**src/rtl/core/lpc_pkg.sv**
```systemverilog
// shared types, constants and angle table for the lidar polar-to-cartesian core
`default_nettype none
package lpc_pkg;

	// number of rotation cells in the cordic chain (8 to 30)
	localparam int CORDIC_STAGES = 16;

	localparam int RANGE_W = 24;
	localparam int ANGLE_W = 32;
	localparam int COORD_W = 32;
	localparam int CFG_W   = 32;
	localparam int IDX_W   = 3;
	localparam int MAG_W   = 32;
	localparam int SHIFT_W = 5;

	// 0.1 m in Q8.16
	localparam logic [RANGE_W-1:0] RANGE_MARGIN = 24'd6554;
	// cordic gain compensation in Q2.30
	localparam logic signed [COORD_W-1:0] CORDIC_GAIN = 32'sd652032874;

	// configuration register indexes
	typedef enum logic [IDX_W-1:0] {
		REG_START_ANGLE = 3'd0,
		REG_ANGLE_STEP  = 3'd1,
		REG_MIN_RANGE   = 3'd2,
		REG_MAX_RANGE   = 3'd3,
		REG_MAP_SCALE   = 3'd4
	} reg_idx_t;

	// data handed from one cordic cell to the next
	typedef struct packed {
		logic                        valid;
		logic                        flip;
		logic [MAG_W-1:0]            mag;
		logic signed [COORD_W-1:0]   x;
		logic signed [COORD_W-1:0]   y;
		logic signed [ANGLE_W-1:0]   z;
	} cell_t;

	// atan(2^-i) as a binary angle, full turn is 2^32
	function automatic logic signed [ANGLE_W-1:0] atan_angle(input logic [SHIFT_W-1:0] i);
		logic signed [ANGLE_W-1:0] a;
		case (i)
			5'd0:  a = 32'sd536870912;
			5'd1:  a = 32'sd316933406;
			5'd2:  a = 32'sd167458907;
			5'd3:  a = 32'sd85004756;
			5'd4:  a = 32'sd42667331;
			5'd5:  a = 32'sd21354465;
			5'd6:  a = 32'sd10679838;
			5'd7:  a = 32'sd5340245;
			5'd8:  a = 32'sd2670163;
			5'd9:  a = 32'sd1335087;
			5'd10: a = 32'sd667544;
			5'd11: a = 32'sd333772;
			5'd12: a = 32'sd166886;
			5'd13: a = 32'sd83443;
			5'd14: a = 32'sd41722;
			5'd15: a = 32'sd20861;
			5'd16: a = 32'sd10430;
			5'd17: a = 32'sd5215;
			5'd18: a = 32'sd2608;
			5'd19: a = 32'sd1304;
			5'd20: a = 32'sd652;
			5'd21: a = 32'sd326;
			5'd22: a = 32'sd163;
			5'd23: a = 32'sd81;
			5'd24: a = 32'sd41;
			5'd25: a = 32'sd20;
			5'd26: a = 32'sd10;
			5'd27: a = 32'sd5;
			5'd28: a = 32'sd3;
			5'd29: a = 32'sd1;
			default: a = '0;
		endcase
		return a;
	endfunction

endpackage
`default_nettype wire

```
**src/rtl/core/lpc_front.sv**
```systemverilog
// beam angle tracking, range gating, map scaling and cordic seed
`default_nettype none
module lpc_front (
	input  wire logic                           clk,
	input  wire logic                           arst_n,
	input  wire logic                           adv,
	input  wire logic                           in_valid,
	input  wire logic [lpc_pkg::RANGE_W-1:0]    range_sample,
	input  wire logic                           first_of_scan,
	input  wire logic [lpc_pkg::ANGLE_W-1:0]    start_angle,
	input  wire logic [lpc_pkg::ANGLE_W-1:0]    angle_step,
	input  wire logic [lpc_pkg::RANGE_W-1:0]    min_range,
	input  wire logic [lpc_pkg::RANGE_W-1:0]    max_range,
	input  wire logic [lpc_pkg::RANGE_W-1:0]    map_scale,
	output lpc_pkg::cell_t                      seed
);

	logic [lpc_pkg::ANGLE_W-1:0] beam_angle_q;
	logic [lpc_pkg::ANGLE_W-1:0] angle_next;
	logic                        keep;
	logic                        accept;

	logic                        valid_s1;
	logic [lpc_pkg::RANGE_W-1:0] range_s1;
	logic [lpc_pkg::ANGLE_W-1:0] angle_s1;

	logic [2*lpc_pkg::RANGE_W-1:0] scaled;
	logic [lpc_pkg::ANGLE_W-1:0]   angle_rot;
	logic                          flip;
	lpc_pkg::cell_t                seed_s2;

	assign accept = in_valid && adv;

	// next beam angle and range window
	always_comb begin
		angle_next = first_of_scan ? start_angle : beam_angle_q + angle_step;
		keep = (range_sample > min_range) &&
			(({1'b0, range_sample} + {1'b0, lpc_pkg::RANGE_MARGIN}) < {1'b0, max_range});
	end

	always_ff @(posedge clk or negedge arst_n) begin
		if (!arst_n) begin
			beam_angle_q <= '0;
		end else if (accept) begin
			beam_angle_q <= angle_next;
		end
	end

	// first stage: sample and its angle
	always_ff @(posedge clk or negedge arst_n) begin
		if (!arst_n) begin
			valid_s1 <= 1'b0;
		end else if (adv) begin
			valid_s1 <= in_valid && keep;
		end
	end

	always_ff @(posedge clk) begin
		if (adv) begin
			range_s1 <= range_sample;
			angle_s1 <= angle_next;
		end
	end

	// scale to map units and fold the angle into the right half plane
	always_comb begin
		scaled    = (range_s1 * map_scale) + 48'h8000;
		flip      = angle_s1[31] ^ angle_s1[30];
		angle_rot = flip ? angle_s1 + 32'h8000_0000 : angle_s1;
	end

	always_ff @(posedge clk or negedge arst_n) begin
		if (!arst_n) begin
			seed_s2 <= '0;
		end else if (adv) begin
			seed_s2.valid <= valid_s1;
			seed_s2.flip  <= flip;
			seed_s2.mag   <= scaled[2*lpc_pkg::RANGE_W-1:16];
			seed_s2.x     <= lpc_pkg::CORDIC_GAIN;
			seed_s2.y     <= '0;
			seed_s2.z     <= $signed(angle_rot);
		end
	end

	assign seed = seed_s2;

endmodule
`default_nettype wire

```
**config.mk**
```make
export PLATFORM = sky130hd
export DESIGN_NAME = lpc_front
export DESIGN_NICKNAME = d
export VERILOG_FILES = /design/src/rtl/core/lpc_pkg.sv /design/src/rtl/core/lpc_front.sv
export SDC_FILE = /design/constraint.sdc
export NUM_CORES = 2
export LEC_CHECK = 0
export BUFFER_PORTS_ARGS = -buffer_cell sky130_fd_sc_hd__buf_2
export CAP_MARGIN = 20
export CORE_MARGIN = 2
export CORE_UTILIZATION = 44
export CTS_CLUSTER_SIZE = 8
export DETAILED_ROUTE_END_ITERATION = 10
export GPL_ROUTABILITY_DRIVEN = 1
export PLACE_DENSITY = 0.74
export SLEW_MARGIN = 20
export SYNTH_ARGS = -nofsm -noshare
export SYNTH_HDL_FRONTEND = slang
export SYNTH_SLANG_ARGS = --single-unit
```
**constraint.sdc**
```tcl
create_clock -name clk -period 19.3 [get_ports clk]
set_input_delay 3.86 -clock clk [delete_from_list [all_inputs] [get_ports clk]]
set_output_delay 3.86 -clock clk [all_outputs]
set_load 0.005 [all_outputs]
```
==> out/results.txt <==
Post-synth EDFFs = 56
required time of the critical path = 19.60 ns
# placed instances = 3904
Worst EP arrival = 11.27 ns
Synth area leader = fa_1
Placer Congestion = 0.878
Hold Buf Count CTS = 0
largest net degree at the start of global routing = 74
via count = 20200
core area = 62700 um2
most area-consuming cells after synthesis = fa_1 35%, ha_1 12%, dfrtp_1 9.0%
Initial Util = 0.443
final setup vio count = 0
Ys Warns = 0
Syn Inst Count = 2922
WL final = 71.6 mm
sequential area share after synthesis = 0.151
Root Buffer = clkbuf_16
Period Utilization, post-route = 0.568
Sink Count = 156
max-cap check violation count = 0
Worst-path clk slew = 0.07 ns
crit end category = register
layout cells sized above 1 = 0.134
drt wl/cell = 18.1 um
Core Rows = 92
final hold violations = 0
total die area = 65200 um2
reg2reg setup slack = 11.37 ns
Setup CP Type = primary input to register
fin util = 0.481
min-delay src = angle_s1[11]
clock skew = 0.00932 ns
CTS-repair resized insts = 0
syn avg cell area = 9.51 um2
initial antenna violation count = 12
first-pass GRT wire length = 116 mm
Crit-path slowest cell = a31oi_1
Placed Area = 29500 um2
Slew @ Worst Pin = 0.857 ns
WHS Endpoint = seed[11]
# port buffers = 248
gr ovfl total = 0
Netlist Area Pre-Place = 27800 um2
crit-path max cell delay = 0.66 ns
R2R depth = 27
Final ANT Viol Nets = 0
minimum clock period = 10.97 ns
outcome = completed
worst hold path class = register to register
Rel. slew slack = 0.426
CTS tree = done
FF-to-FF End = seed[121]
setup TNS = 0 ns
worst-skew pair later-pin latency = 0.46 ns
Hold Path Depth = 1
RSZ-0062 raised after global routing = no
Horiz. Die Dim = 255 um
CTS Buffer Depth = 2
ys flop type = dfrtp_1
HPWL after DPL = 56.0 mm
drt pass-1 iters = 8
Final Cell Area = 30200 um2
crit-path most repeated cell = fa_1
Seq cells post-synth = 156
gr usage total = 0.232
reg2reg start = range_s1[4]
vias per inst = 5.12
total CTS buffers = 17
count of cell types in the netlist = 70
setup repair bufs after CTS = 0
CP Max Fanout = 24
# H-tree levels = 4
Die Height = 255 um
Synth top area share = 0.348
startpoint types = primary input
ys async rst share = 0.641
initial drt markers = 1214
vias in the first global route = 21500
I/O pin total = 295
fin cells = 3945
Syn-to-layout area delta = 8.73%
fmax = 91.2 MHz
Nets = 3996
critical path launch point = map_scale[3]
DRC = 0
Max Slew Vio Count = 0
==> kinds of logic (layout without fill, tap and decap cells) <==
group                      Yosys count  in the layout  synth area share
AOI/OAI and AO/OA                  254            254            0.0586
xor gates and xnor gates            82             82            0.0259
adders and majority gates          751            751             0.469
buffers and inverters              783            909             0.115
DFF                                156            156             0.151
muxes                               89             89            0.0361
other                                1             52          0.000135
and+or+nand+nor                    806            806             0.145
==> per-stage QoR <==
stage                     hold WS (ns)  setup slack (ns)
after floorplan                  0.450              8.92
after global placement           0.456              8.14
after detailed placement         0.464              7.97
after CTS                        0.474              8.43
after global routing             0.498              8.07
final                            0.472              8.33
==> sequential cells by signal (all words and copies together), names as in the netlist <==
name and count:
seed 67, valid_s1 1, beam_angle_q 32, angle_s1 32
range_s1 24
==> cell usage after synthesis (3+ instances only) <==
| cell type | number |
|---|---|
| edfxtp_1 | 56 |
| mux2_2 | 86 |
| buf_4 | 63 |
| a221oi_1 | 3 |
| o21ai_0 | 66 |
| xnor2_1 | 53 |
| or2_2 | 4 |
| o21bai_1 | 6 |
| nand3_1 | 22 |
| o21ai_1 | 6 |
| nor2_1 | 35 |
| o21a_1 | 3 |
| nand2_1 | 357 |
| o31a_1 | 3 |
| nand4_1 | 18 |
| clkbuf_1 | 115 |
| a21oi_1 | 79 |
| inv_1 | 601 |
| a211oi_1 | 8 |
| nor3_1 | 12 |
| xor2_1 | 29 |
| and2_1 | 302 |
| dfrtp_1 | 100 |
| buf_1 | 3 |
| a21o_1 | 39 |
| a21boi_0 | 4 |
| and3_1 | 11 |
| nor4_1 | 3 |
| or3_1 | 3 |
| fa_1 | 483 |
| nand3b_1 | 3 |
| ha_1 | 268 |
| o31ai_1 | 4 |
| nor2b_1 | 15 |
| nand2b_1 | 15 |
==> cell usage in the layout, fill, tap and decap left out, types with 12 or more instances in the layout <==
| cell type | n |
|---|---|
| inv_1 | 601 |
| fa_1 | 483 |
| nand2_1 | 357 |
| and2_1 | 302 |
| ha_1 | 268 |
| buf_2 | 246 |
| dfrtp_1 | 100 |
| mux2_2 | 86 |
| a21oi_1 | 79 |
| o21ai_0 | 66 |
| edfxtp_1 | 56 |
| xnor2_1 | 53 |
| conb_1 | 46 |
| a21o_1 | 39 |
| nor2_1 | 35 |
| xor2_1 | 29 |
| buf_4 | 26 |
| nand3_1 | 22 |
| nand4_1 | 18 |
| clkbuf_16 | 18 |
| nor2b_1 | 15 |
| nand2b_1 | 15 |
| nor3_1 | 12 |
==> metal layers <==
layer	up-vias	GRT usage	share of wire
li1	9144	-	-
met4	10	0.0822	0.036
met1	10000	0.287	0.39
met5	-	0	0.00096
met3	151	0.0622	0.090
met2	855	0.393	0.49
==> worst max-delay path: cells and delay by family <==
family	cells	cell delay, ns
xor+xnor	1	0.13
simple gates	4	0.79
fa+ha+maj	8	3.95
compound gates	7	1.84
buf+inv	6	0.68
==> worst max path at each step <==
stage                 to  slack (ns)  cells past startpoint
6_report       seed[121]        8.33                     26
5_1_grt        seed[121]        8.07                     26
4_1_cts        seed[121]        8.43                     26
3_5_place_dp   seed[121]        7.97                     26
3_3_place_gp   seed[121]        8.14                     27
2_1_floorplan  seed[124]        8.92                     26
==> layout make-up <==
class,count,area [um2]
timing repair buffer,276,1500
fill,5839,32500
inverter,601,2260
tap,846,1060
antenna,6,15.0
clock inverter,13,151
sequential,156,4180
clock buffer,19,464
multi-input combinational,2028,20600
Power is not shown: default switching activity piles up to over one toggle a cycle in this logic, so the estimate is an artifact.
